<file path="config.mk">
export PLATFORM = sky130hd
export DESIGN_NAME = xorshift64star_bounded_rng_flat
export DESIGN_NICKNAME = d
export VERILOG_FILES = /design/src/hw/rtl/xsr_pkg.sv /design/src/hw/rtl/xsr_channels.sv /design/src/hw/rtl/xorshift64star_bounded_rng.sv /design/src/flat_wrapper.sv
export VERILOG_INCLUDE_DIRS = /design/src /design/src/hw/rtl
export SDC_FILE = /design/constraint.sdc
export NUM_CORES = 2
export LEC_CHECK = 0
export CAP_MARGIN = 20
export CORE_ASPECT_RATIO = 0.8
export CORE_UTILIZATION = 70
export DETAILED_ROUTE_END_ITERATION = 6
export DONT_BUFFER_PORTS = 1
export PLACE_DENSITY_LB_ADDON = 0.3
export SYNTH_ARGS = -nofsm -noshare
export SYNTH_HDL_FRONTEND = slang
export SYNTH_SLANG_ARGS = --single-unit
</file>
<file path="constraint.sdc">
create_clock -name clk -period 33.9 [get_ports clk]
set_input_delay 8.475 -clock clk [delete_from_list [all_inputs] [get_ports clk]]
set_output_delay 8.475 -clock clk [all_outputs]
set_load 0.02 [all_outputs]
</file>
<file path="src/hw/rtl/xorshift64star_bounded_rng_macros.svh">
// Assertion macros shared by the generator RTL.
// Each macro expects signals named clk and arst_n in the scope where it is used.
`ifndef XORSHIFT64STAR_BOUNDED_RNG_MACROS_SVH
`define XORSHIFT64STAR_BOUNDED_RNG_MACROS_SVH

// Same-cycle implication, checked on every rising clock edge outside reset.
`define XSR_ASSERT_NOW(label, ante, cons) \
	label: assert property (@(posedge clk) disable iff (!arst_n) (ante) |-> (cons)) \
		else $error("xsr assertion failed");

// Next-cycle implication, checked on every rising clock edge outside reset.
`define XSR_ASSERT_NEXT(label, ante, cons) \
	label: assert property (@(posedge clk) disable iff (!arst_n) (ante) |=> (cons)) \
		else $error("xsr assertion failed");

`endif

</file>
<file path="src/hw/rtl/xsr_pkg.sv">
// Package for the bounded xorshift64* generator: widths, request codes,
// generator constants and the microcode program of the sequencer.
// Depends on nothing; used by the channel interfaces and the top level.
package xsr_pkg;

	localparam int unsigned STATE_W = 64;
	localparam int unsigned WORD_W  = 32;
	localparam int unsigned KIND_W  = 2;

	typedef logic [STATE_W-1:0] state_t;
	typedef logic [WORD_W-1:0]  word_t;
	typedef logic [KIND_W-1:0]  kind_t;

	// Request kinds.
	localparam kind_t KIND_WORD32  = 2'd0;
	localparam kind_t KIND_WORD64  = 2'd1;
	localparam kind_t KIND_BOUNDED = 2'd2;
	localparam kind_t KIND_UNUSED  = 2'd3;

	// Generator constants.
	localparam state_t MULT_CONST  = 64'd2685821657736338717;
	localparam state_t GOLDEN_SEED = 64'h9e3779b97f4a7c15;
	localparam int unsigned SHIFT_A = 12;
	localparam int unsigned SHIFT_B = 25;
	localparam int unsigned SHIFT_C = 27;

	// Divider iteration counter covers one step per dividend bit.
	localparam int unsigned DIV_CNT_W = $clog2(WORD_W);
	typedef logic [DIV_CNT_W-1:0] div_cnt_t;

	// Microcode program counter.
	localparam int unsigned PC_W = 5;
	typedef logic [PC_W-1:0] pc_t;

	// Datapath operations selected by one control word.
	typedef enum logic [3:0] {
		OP_NOP,
		OP_ACCEPT,
		OP_SHIFT,
		OP_MUL_LL,
		OP_MUL_HL,
		OP_MUL_LH,
		OP_SAVE_HI,
		OP_DIV_LIM,
		OP_DIV_VAL,
		OP_DIV_STEP,
		OP_SAVE_LIM,
		OP_RES_ZERO,
		OP_RES_32,
		OP_RES_64,
		OP_RES_REM,
		OP_EMIT
	} op_t;

	// Jump conditions; a false condition falls through to the next step unless done is set.
	typedef enum logic [3:0] {
		COND_NEVER,
		COND_ALWAYS,
		COND_NO_REQ,
		COND_KIND0,
		COND_KIND2,
		COND_KIND3,
		COND_BZERO,
		COND_DIV_MORE,
		COND_BELOW_LIM,
		COND_RSP_FULL
	} cond_t;

	// One control word: operation, jump condition and target, and a flag that
	// sends the sequencer back to the idle step when the jump is not taken.
	typedef struct packed {
		op_t   op;
		cond_t cond;
		pc_t   target;
		logic  done;
	} uop_t;

	// Program addresses.
	localparam pc_t P_IDLE    = 5'd0;
	localparam pc_t P_DISP0   = 5'd1;
	localparam pc_t P_DISP1   = 5'd2;
	localparam pc_t P_A_SHIFT = 5'd3;
	localparam pc_t P_A_LL    = 5'd4;
	localparam pc_t P_A_HL    = 5'd5;
	localparam pc_t P_A_LH    = 5'd6;
	localparam pc_t P_HI      = 5'd7;
	localparam pc_t P_B_SHIFT = 5'd8;
	localparam pc_t P_B_LL    = 5'd9;
	localparam pc_t P_B_HL    = 5'd10;
	localparam pc_t P_B_LH    = 5'd11;
	localparam pc_t P_RES64   = 5'd12;
	localparam pc_t P_RES32   = 5'd13;
	localparam pc_t P_ZERO    = 5'd14;
	localparam pc_t P_BND     = 5'd15;
	localparam pc_t P_LIM_DIV = 5'd16;
	localparam pc_t P_LIM     = 5'd17;
	localparam pc_t P_C_SHIFT = 5'd18;
	localparam pc_t P_C_LL    = 5'd19;
	localparam pc_t P_C_HL    = 5'd20;
	localparam pc_t P_C_LH    = 5'd21;
	localparam pc_t P_CHECK   = 5'd22;
	localparam pc_t P_REM_DIV = 5'd23;
	localparam pc_t P_RESREM  = 5'd24;
	localparam pc_t P_EMIT    = 5'd25;

	function automatic uop_t uop(op_t op, cond_t cond, pc_t target, logic done);
		uop_t w;
		w.op     = op;
		w.cond   = cond;
		w.target = target;
		w.done   = done;
		return w;
	endfunction

	// The microcode program.
	function automatic uop_t ucode_rom(pc_t pc);
		uop_t w;
		unique case (pc)
			P_IDLE:    w = uop(OP_ACCEPT,   COND_NO_REQ,    P_IDLE,    1'b0);
			P_DISP0:   w = uop(OP_NOP,      COND_KIND3,     P_ZERO,    1'b0);
			P_DISP1:   w = uop(OP_NOP,      COND_KIND2,     P_BND,     1'b0);
			P_A_SHIFT: w = uop(OP_SHIFT,    COND_NEVER,     P_IDLE,    1'b0);
			P_A_LL:    w = uop(OP_MUL_LL,   COND_NEVER,     P_IDLE,    1'b0);
			P_A_HL:    w = uop(OP_MUL_HL,   COND_NEVER,     P_IDLE,    1'b0);
			P_A_LH:    w = uop(OP_MUL_LH,   COND_KIND0,     P_RES32,   1'b0);
			P_HI:      w = uop(OP_SAVE_HI,  COND_NEVER,     P_IDLE,    1'b0);
			P_B_SHIFT: w = uop(OP_SHIFT,    COND_NEVER,     P_IDLE,    1'b0);
			P_B_LL:    w = uop(OP_MUL_LL,   COND_NEVER,     P_IDLE,    1'b0);
			P_B_HL:    w = uop(OP_MUL_HL,   COND_NEVER,     P_IDLE,    1'b0);
			P_B_LH:    w = uop(OP_MUL_LH,   COND_NEVER,     P_IDLE,    1'b0);
			P_RES64:   w = uop(OP_RES_64,   COND_ALWAYS,    P_EMIT,    1'b0);
			P_RES32:   w = uop(OP_RES_32,   COND_ALWAYS,    P_EMIT,    1'b0);
			P_ZERO:    w = uop(OP_RES_ZERO, COND_ALWAYS,    P_EMIT,    1'b0);
			P_BND:     w = uop(OP_DIV_LIM,  COND_BZERO,     P_ZERO,    1'b0);
			P_LIM_DIV: w = uop(OP_DIV_STEP, COND_DIV_MORE,  P_LIM_DIV, 1'b0);
			P_LIM:     w = uop(OP_SAVE_LIM, COND_NEVER,     P_IDLE,    1'b0);
			P_C_SHIFT: w = uop(OP_SHIFT,    COND_NEVER,     P_IDLE,    1'b0);
			P_C_LL:    w = uop(OP_MUL_LL,   COND_NEVER,     P_IDLE,    1'b0);
			P_C_HL:    w = uop(OP_MUL_HL,   COND_NEVER,     P_IDLE,    1'b0);
			P_C_LH:    w = uop(OP_MUL_LH,   COND_NEVER,     P_IDLE,    1'b0);
			P_CHECK:   w = uop(OP_DIV_VAL,  COND_BELOW_LIM, P_C_SHIFT, 1'b0);
			P_REM_DIV: w = uop(OP_DIV_STEP, COND_DIV_MORE,  P_REM_DIV, 1'b0);
			P_RESREM:  w = uop(OP_RES_REM,  COND_NEVER,     P_IDLE,    1'b0);
			P_EMIT:    w = uop(OP_EMIT,     COND_RSP_FULL,  P_EMIT,    1'b1);
			default:   w = uop(OP_NOP,      COND_ALWAYS,    P_IDLE,    1'b0);
		endcase
		return w;
	endfunction

endpackage

</file>
<file path="src/hw/rtl/xsr_channels.sv">
// Valid/ready channel interfaces of the generator: request, response and
// seed configuration write. Depends on xsr_pkg for the payload types.

interface xsr_req_if;
	logic          valid;
	logic          ready;
	xsr_pkg::kind_t kind;
	xsr_pkg::word_t bound;

	modport source (output valid, output kind, output bound, input ready);
	modport sink   (input valid, input kind, input bound, output ready);
endinterface

interface xsr_rsp_if;
	logic            valid;
	logic            ready;
	xsr_pkg::state_t value;

	modport source (output valid, output value, input ready);
	modport sink   (input valid, input value, output ready);
endinterface

interface xsr_cfg_if;
	logic            valid;
	logic            ready;
	xsr_pkg::state_t seed_value;

	modport source (output valid, output seed_value, input ready);
	modport sink   (input valid, input seed_value, output ready);
endinterface

</file>
<file path="src/hw/rtl/xorshift64star_bounded_rng.sv">
// One request at a time; the next is taken in the cycle after the response is loaded,
// while that response may still wait. The two 32-step remainder runs set the bounded time.
// Reset clears the generator state (unseeded), the seed register, the response valid and the sequencer.
// Top level of the bounded xorshift64* generator; depends on xsr_pkg, xsr_channels and macros.
`include "xorshift64star_bounded_rng_macros.svh"

module xorshift64star_bounded_rng (
	input  logic clk,
	input  logic arst_n,
	xsr_req_if.sink   req,
	xsr_rsp_if.source rsp,
	xsr_cfg_if.sink   cfg
);
	import xsr_pkg::*;

	// Sequencer and control state.
	pc_t    pc_q;
	uop_t   uw;
	logic   jump;
	pc_t    pc_next;
	logic   rsp_valid_q;
	logic   rsp_full;
	state_t state_q;
	state_t seed_q;

	// Datapath registers.
	kind_t    kind_q;
	word_t    bound_q;
	word_t    acc_q;
	word_t    hi_q;
	word_t    lim_q;
	word_t    rem_q;
	word_t    dvd_q;
	div_cnt_t div_cnt_q;
	state_t   res_q;
	state_t   rsp_value_q;

	// Datapath logic.
	state_t      x_src;
	state_t      x_sh1;
	state_t      x_sh2;
	state_t      x_sh3;
	word_t       mul_a;
	word_t       mul_b;
	state_t      prod;
	logic [32:0] div_t;
	logic [32:0] div_d;
	word_t       rem_next;

	assign uw = ucode_rom(pc_q);

	// Handshakes: requests only in the idle step, seed writes at any time.
	assign req.ready = (uw.op == OP_ACCEPT);
	assign cfg.ready = 1'b1;
	assign rsp.valid = rsp_valid_q;
	assign rsp.value = rsp_value_q;
	assign rsp_full  = rsp_valid_q && !rsp.ready;

	// Xorshift step, seeding an empty state first.
	always_comb begin
		if (state_q == '0) begin
			x_src = (seed_q != '0) ? seed_q : GOLDEN_SEED;
		end else begin
			x_src = state_q;
		end
		x_sh1 = x_src ^ (x_src >> SHIFT_A);
		x_sh2 = x_sh1 ^ (x_sh1 << SHIFT_B);
		x_sh3 = x_sh2 ^ (x_sh2 >> SHIFT_C);
	end

	// One shared 32x32 multiplier forms the upper half of the low 64 product bits
	// over three steps: low*low high half, then two cross products' low halves.
	always_comb begin
		unique case (uw.op)
			OP_MUL_LL: begin
				mul_a = state_q[WORD_W-1:0];
				mul_b = MULT_CONST[WORD_W-1:0];
			end
			OP_MUL_HL: begin
				mul_a = state_q[STATE_W-1:WORD_W];
				mul_b = MULT_CONST[WORD_W-1:0];
			end
			default: begin
				mul_a = state_q[WORD_W-1:0];
				mul_b = MULT_CONST[STATE_W-1:WORD_W];
			end
		endcase
		prod = {32'b0, mul_a} * {32'b0, mul_b};
	end

	// Restoring remainder step: one dividend bit per cycle.
	always_comb begin
		div_t    = {rem_q, dvd_q[WORD_W-1]};
		div_d    = div_t - {1'b0, bound_q};
		rem_next = div_d[32] ? div_t[WORD_W-1:0] : div_d[WORD_W-1:0];
	end

	// Jump condition and next step.
	always_comb begin
		unique case (uw.cond)
			COND_NEVER:     jump = 1'b0;
			COND_ALWAYS:    jump = 1'b1;
			COND_NO_REQ:    jump = !req.valid;
			COND_KIND0:     jump = (kind_q == KIND_WORD32);
			COND_KIND2:     jump = (kind_q == KIND_BOUNDED);
			COND_KIND3:     jump = (kind_q == KIND_UNUSED);
			COND_BZERO:     jump = (bound_q == '0);
			COND_DIV_MORE:  jump = (div_cnt_q != '0);
			COND_BELOW_LIM: jump = (acc_q < lim_q);
			COND_RSP_FULL:  jump = rsp_full;
			default:        jump = 1'b0;
		endcase
		if (jump) begin
			pc_next = uw.target;
		end else if (uw.done) begin
			pc_next = P_IDLE;
		end else begin
			pc_next = pc_q + 5'd1;
		end
	end

	// Sequencer, generator state, seed register and response valid.
	always_ff @(posedge clk or negedge arst_n) begin
		if (!arst_n) begin
			pc_q        <= P_IDLE;
			state_q     <= '0;
			seed_q      <= '0;
			rsp_valid_q <= 1'b0;
		end else begin
			pc_q <= pc_next;
			if (cfg.valid && cfg.ready) begin
				seed_q <= cfg.seed_value;
			end
			if (uw.op == OP_SHIFT) begin
				state_q <= x_sh3;
			end
			if (uw.op == OP_EMIT && !rsp_full) begin
				rsp_valid_q <= 1'b1;
			end else if (rsp.ready) begin
				rsp_valid_q <= 1'b0;
			end
		end
	end

	// Datapath registers driven by the current control word.
	always_ff @(posedge clk) begin
		case (uw.op)
			OP_ACCEPT: begin
				kind_q  <= req.kind;
				bound_q <= req.bound;
			end
			OP_MUL_LL:   acc_q <= prod[STATE_W-1:WORD_W];
			OP_MUL_HL,
			OP_MUL_LH:   acc_q <= acc_q + prod[WORD_W-1:0];
			OP_SAVE_HI:  hi_q  <= acc_q;
			OP_DIV_LIM: begin
				rem_q     <= '0;
				dvd_q     <= ~bound_q + 32'd1;
				div_cnt_q <= '1;
			end
			OP_DIV_VAL: begin
				rem_q     <= '0;
				dvd_q     <= acc_q;
				div_cnt_q <= '1;
			end
			OP_DIV_STEP: begin
				rem_q     <= rem_next;
				dvd_q     <= dvd_q << 1;
				div_cnt_q <= div_cnt_q - div_cnt_t'(1);
			end
			OP_SAVE_LIM: lim_q <= rem_q;
			OP_RES_ZERO: res_q <= '0;
			OP_RES_32:   res_q <= {32'b0, acc_q};
			OP_RES_64:   res_q <= {hi_q, acc_q};
			OP_RES_REM:  res_q <= {32'b0, rem_q};
			OP_EMIT: begin
				if (!rsp_full) begin
					rsp_value_q <= res_q;
				end
			end
			default: begin
			end
		endcase
	end

	// An accepted request always starts at the dispatch step.
	`XSR_ASSERT_NEXT(a_accept_dispatch, req.valid && req.ready, pc_q == P_DISP0)
	// A generator step never leaves the state at zero.
	`XSR_ASSERT_NEXT(a_state_nonzero, uw.op == OP_SHIFT, state_q != '0)
	// A finished remainder is below the bound.
	`XSR_ASSERT_NOW(a_rem_below, uw.op == OP_RES_REM, rem_q < bound_q)
	// A response loaded by the emit step is offered in the next cycle.
	`XSR_ASSERT_NEXT(a_emit_valid, uw.op == OP_EMIT && !rsp_full, rsp.valid)

endmodule

</file>
<file path="src/flat_wrapper.sv">
// flat-port wrapper written by rule: the top's interface ports become plain ports
module xorshift64star_bounded_rng_flat import xsr_pkg::*;
  (clk, arst_n, req_valid, req_kind, req_bound, req_ready, rsp_valid, rsp_value, rsp_ready, cfg_valid, cfg_seed_value, cfg_ready);
  xsr_req_if req_i ();
  xsr_rsp_if rsp_i ();
  xsr_cfg_if cfg_i ();
  input  logic clk;
  input  logic arst_n;
  input wire logic [$bits(req_i.valid)-1:0] req_valid;
  input wire logic [$bits(req_i.kind)-1:0] req_kind;
  input wire logic [$bits(req_i.bound)-1:0] req_bound;
  output wire logic [$bits(req_i.ready)-1:0] req_ready;
  output wire logic [$bits(rsp_i.valid)-1:0] rsp_valid;
  output wire logic [$bits(rsp_i.value)-1:0] rsp_value;
  input wire logic [$bits(rsp_i.ready)-1:0] rsp_ready;
  input wire logic [$bits(cfg_i.valid)-1:0] cfg_valid;
  input wire logic [$bits(cfg_i.seed_value)-1:0] cfg_seed_value;
  output wire logic [$bits(cfg_i.ready)-1:0] cfg_ready;
  assign req_i.valid = req_valid;
  assign req_i.kind = req_kind;
  assign req_i.bound = req_bound;
  assign req_ready = req_i.ready;
  assign rsp_valid = rsp_i.valid;
  assign rsp_value = rsp_i.value;
  assign rsp_i.ready = rsp_ready;
  assign cfg_i.valid = cfg_valid;
  assign cfg_i.seed_value = cfg_seed_value;
  assign cfg_ready = cfg_i.ready;
  xorshift64star_bounded_rng u_core (.clk(clk), .arst_n(arst_n), .req(req_i), .rsp(rsp_i), .cfg(cfg_i));
endmodule
</file>
### After elaboration in Yosys (flattened, before gate mapping)

Memories as Yosys holds them, arrays and structs flattened.
Cells that the tools add are included.
Widths: inputs -> output; s select.

| storage, ports and cells | value |
|---|---|
| bits in registers | 461 |
| ROM bits | 448 |
| input bits | 103 |
| memories | 1 |

| operators by class | value |
|---|---|
| add/sub/neg operators | 5 |
| $mul | 1 |
| $lt $le $gt $ge | 1 |
| equal/unequal tests | 26 |
| multiplexer cells | 15 |
| bitwise gates (word level) | 5 |
| reduce and logical (&&, ||, !) cells | 19 |

Memory list:

| memory | words | bits a word | read ports | clocked after Yosys merged registers in | wr ports | RTL line | RTL |
|---|---|---|---|---|---|---|---|
| (name not given) | 32 | 14 | 1 | 0 | 0 | xsr_pkg.sv:118 | `unique case (pc)` |

Operators by type and width:

| operator | count |
|---|---|
| $pmux 64 s4 | 1 |
| $mux 64 | 2 |
| $pmux 32 s2 | 2 |
| $pmux 32 s3 | 1 |
| $logic_not 64->1 | 1 |
| $mux 32 | 2 |
| $reduce_bool 64->1 | 1 |
| $xor 64x37->64 | 1 |
| $xor 64x52->64 | 1 |
| $xor 64x64->64 | 1 |
| $mul 32x31->63 | 1 |
| $eq 4x4->1 const B | 10 |
| $sub 33x32->33 | 1 |
| $add 32x1->32 const B | 1 |
| $add 32x32->32 | 1 |
| $eq 4x3->1 const B | 8 |
| $logic_not 32->1 | 1 |
| $lt 32x32->1 | 1 |
| $not 32->32 | 1 |
| $mux 31 | 1 |
| $eq 4x2->1 const B | 4 |
| $mux 5 | 2 |
| $pmux 5 s2 | 1 |
| $pmux 1 s9 | 1 |
| 15 further kinds | 25 |

### Depth between registers and ports, before layout

An unclocked memory read counts as a cell.

| logic depth | value |
|---|---|
| word-level depth | 7 |
| gate-level depth with buffers | 45 |

### Worst setup path before layout

OpenSTA, ideal clock, no wires.

| timing | value |
|---|---|
| path type | reg2out |
| from | register u_core.pc_q[1] |
| to | output port req_ready |
| arrival time | 3.904 ns |
| data required time | 25.425 ns |
| path slack | 21.521 ns |
| stages on the path, launching flop included | 9 |
| buffers on the path | 1 |
| path through | dfrtp_1 > inv_1 > ha_1 > nor2b_1 > nand2_1 > a31oi_1 > clkbuf_1 > nand2_1 > nor2_1 |

| on the way | value |
|---|---|
| word-level cells in the longest chain between the ends | 2 |

RTL lines:

| item | RTL line | RTL |
|---|---|---|
| from (decl) | xorshift64star_bounded_rng.sv:17 | `pc_t pc_q;` |
| from (signal assigned) | xorshift64star_bounded_rng.sv:130 | `pc_q <= pc_next;` |
| $mem_v2 32x14 | - |  |
| $eq 4x1->1 | xorshift64star_bounded_rng.sv:53 | `assign req.ready = (uw.op == OP_ACCEPT);` |
| to (decl) | flat_wrapper.sv:12 | `output wire logic [$bits(req_i.ready)-1:0] req_ready;` |

Every way passes these cells.

### Final worst setup path

| timing | value |
|---|---|
| from | register u_core.pc_q[1] |
| to | register u_core.acc_q[31], data pin |

| on the way | value |
|---|---|
| word-level cells in the longest chain between the ends | 7 |
| elaborated cells between the ends (all ways) | 11 |
| classes of those cells | 1 x add/sub; 1 x mul; 3 x eq/ne; 3 x mux; 2 x reduce/logical; 1 x memory |

RTL lines:

| item | RTL line | RTL |
|---|---|---|
| $mem_v2 32x14 * | - |  |
| $eq 4x2->1 or $eq 4x3->1 (tied branches) | xorshift64star_bounded_rng.sv:74, xorshift64star_bounded_rng.sv:147 |  |
| $reduce_or 2->1 (no source line) | - |  |
| $mux 31 | xorshift64star_bounded_rng.sv:74 | `unique case (uw.op)` |
| $mul 32x31->63 | xorshift64star_bounded_rng.sv:88 | `prod = {32'b0, mul_a} * {32'b0, mul_b};` |
| $add 32x32->32 | xorshift64star_bounded_rng.sv:154 | `OP_MUL_LH: acc_q <= acc_q + prod[WORD_W-1:0];` |
| $pmux 32 s2 * | xorshift64star_bounded_rng.sv:147 | `case (uw.op)` |
| to (signal assigned) | xorshift64star_bounded_rng.sv:152 | `OP_MUL_LL: acc_q <= prod[STATE_W-1:WORD_W];` |
| to (signal assigned) | xorshift64star_bounded_rng.sv:154 |  |
| to (decl) | xorshift64star_bounded_rng.sv:29 | `word_t acc_q;` |

Mark *: on every way between the ends. The rest lies on a longest branch, timed or not.
A chain may end at the register's enable or synchronous reset.

==> results.txt <==
outcome - completed
crit path kind - reg -> reg
synthesized flop and latch total - 461
CTS resizes - 0
largest net degree at the start of global routing - 135
Placed Cells - 5517
# rows - 85
CTS clk-pin slew, worst paths - 0.07 ns
worst hold path type - reg -> reg
root buffer cell - clkbuf_16
Netlist cell types - 75
worst-margin pin slew - 1.10 ns
Post-synth EDFFs - 327
hpwl dp - 122000 um
core footprint - 67700 sq um
Fin. Hold Viols - 0
layout cell share with drive strength beyond 1 - 5.03%
Finished Layout Cells - 5607
First-pass DRT Iterations - 6
top cell type by total area after synthesis - fa_1
Crit path required time - 34.38 ns
Main synth FF type - edfxtp_1
clock sink count - 461
most frequent cell after synthesis - inv_1
nets - 5871
Fin Clk Skew - 0.0413 ns
postcts setup bufs - 0
total negative slack - 0 ns
CTS buffer count - 48
Via Count - 35700
# Max-Cap Violations - 0
Async SR Flop Fraction - 29.1%
highest clock rate - 80.3 MHz
Relative slew margins - 24.8%
vias in the first global route - 35400
final-report setup violation count - 0
Final min period - 12.45 ns
routed wire length - 150000 um
Antenna Nets Post-Route - 0
drt drc - 0
I/O pins - 170
Post-DP Area - 49500 sq um
RSZ-0062 raised after global routing - false
routability cong. - 1.08
syn avg cell area - 10.4 sq um
post-synth top area share - 25.1%
cts hold-fix bufs - 0
IO Port Bufs - 0
width of the die - 295 um
DR vias/cell - 6.38
Worst Path Arrival - 12.93 ns
Clock Latency Late Sink - 0.63 ns
Synth area leaders - fa_1, edfxtp_1, ha_1
Post-synth top cells - inv_1, fa_1, ha_1, edfxtp_1, nand2_1
Max clock buf depth - 3
CP Max Fanout - 32
sequential cell area fraction in the yosys report - 27.3%
yosys warns - 0
number of antenna violations at the first check in global routing - 6
Post-Synthesis Cells - 4633
Final period util - 36.7%
Syn Std Cell Area - 48200 sq um
CTS H-Tree Depth - 2
die height - 237 um
CTS tree - yes
first-pass GRT wire length - 223000 um
1st-iter DRT viols - 4604
CP startpoint kind - flop
total track usage - 43.9%
Largest stage delay, worst path - 0.75 ns
die area - 70000 sq um
Initial Util - 71.2%
final hold slack - 0.417 ns
fillcell total - 4660
Slew Limit Fails - 0
grt ovf - 0
final instance area - 51200 sq um
wire per inst - 26.7 um
kind of end point of the critical path - flop
Slowest-stage cell, CP - mux2i_1
Syn-to-layout area delta - 6.21%
[registers in the layout, summed over array words and instances (netlist names), 64 cells and up]
register,cells
u_core.res_q,64
u_core.rsp.value,64
u_core.seed_q,64
u_core.state_q,64
[final cells by class]
class                   count  area [sq um]  share of cell area (%)
flip-flops and latches    461         13200                    25.7
multi-input cells        3194         31500                    61.5
clock buffers              58          1280                    2.50
repair buffers             47           368                   0.718
clock inverters            28           370                   0.723
diodes                      1          2.50                 0.00488
well taps                 913          1140                    2.23
inverters                 905          3400                    6.63
[cell usage in the layout (no fill, tap or decap), drive strengths merged, types with 33 or more instances in the layout]
cell type | synthesis | final
a21o | 70 | 70
a21oi | 191 | 191
a22o | 33 | 33
and3 | 42 | 42
buf | 24 | 45
clkbuf | 105 | 59
conb | 2 | 58
dfrtp | 134 | 134
edfxtp | 327 | 327
fa | 604 | 604
ha | 507 | 507
inv | 905 | 907
mux2 | 69 | 69
mux2i | 98 | 98
nand2 | 302 | 302
nand3 | 47 | 47
nand4 | 43 | 43
nor2 | 229 | 229
nor3 | 38 | 38
nor4 | 45 | 45
o21ai | 209 | 209
o22ai | 39 | 39
xnor2 | 153 | 153
xor2 | 110 | 110
[worst max-delay path: cells and delay by family (launching register included)]
family                     cells  cell delay [ns]
AOI/OAI and AO/OA              7             2.40
xor gates and xnor gates       2             0.31
adders and majority gates     11             4.40
buffers and inverters          7             1.43
DFF                            1             0.46
muxes                          1             0.75
and+or+nand+nor               10             2.55
[logic make-up (layout without fill, tap and decap cells)]
logic type / count (synthesis) / after routing / synth area share (%)
flip-flops: 461 / 461 / 27.3
XOR/XNOR: 263 / 263 / 4.78
adder cells (fa/ha/maj): 1111 / 1111 / 38.2
multiplexers: 167 / 167 / 3.65
buffers and inverters: 1034 / 1038 / 8.11
other: 2 / 59 / 0.0156
AO/OA/AOI/OAI: 736 / 736 / 9.54
AND/OR/NAND/NOR: 859 / 859 / 8.38
[per-stage QoR]
| stage | worst slack (ns) | utilization [%] |
|---|---|---|
| global placement | 22.07 | 73.1 |
| detailed placement | 21.75 | 73.1 |
| floorplan | 21.52 | - |
| global route | 20.83 | 75.6 |
| CTS | 21.61 | 75.6 |
| finish | 21.45 | 75.6 |
[layer usage]
layer	global-route usage, %	wire [um]
met1	64.2	59300
met5	0	22
met2	59.2	60600
met3	17.8	24100
met4	14.5	5700
[path summary, 6_finish.rpt]
check	from	to	slack [ns]	depth (start not counted)
min in group asynchronous	arst_n	u_core.pc_q[3]$_DFF_PN0_	7.56	0
max in group asynchronous	arst_n	u_core.seed_q[7]$_DFFE_PN0P_	26.12	0
worst min-delay path	u_core.res_q[0]$_SDFFCE_PN0P_	u_core.rsp.value[0]$_DFFE_PP_	0.42	0
worst max-delay path	u_core.pc_q[1]$_DFFE_PN0P_	u_core.acc_q[31]$_SDFFCE_PP0P_	21.45	38
worst min register to register	u_core.res_q[0]$_SDFFCE_PN0P_	u_core.rsp.value[0]$_DFFE_PP_	0.42	0
worst max register to register	u_core.pc_q[1]$_DFFE_PN0P_	u_core.acc_q[31]$_SDFFCE_PP0P_	21.45	38
Power is left out: the tool's default activity adds up to more than one toggle a clock period on the data nets, which glitch-free logic cannot reach.
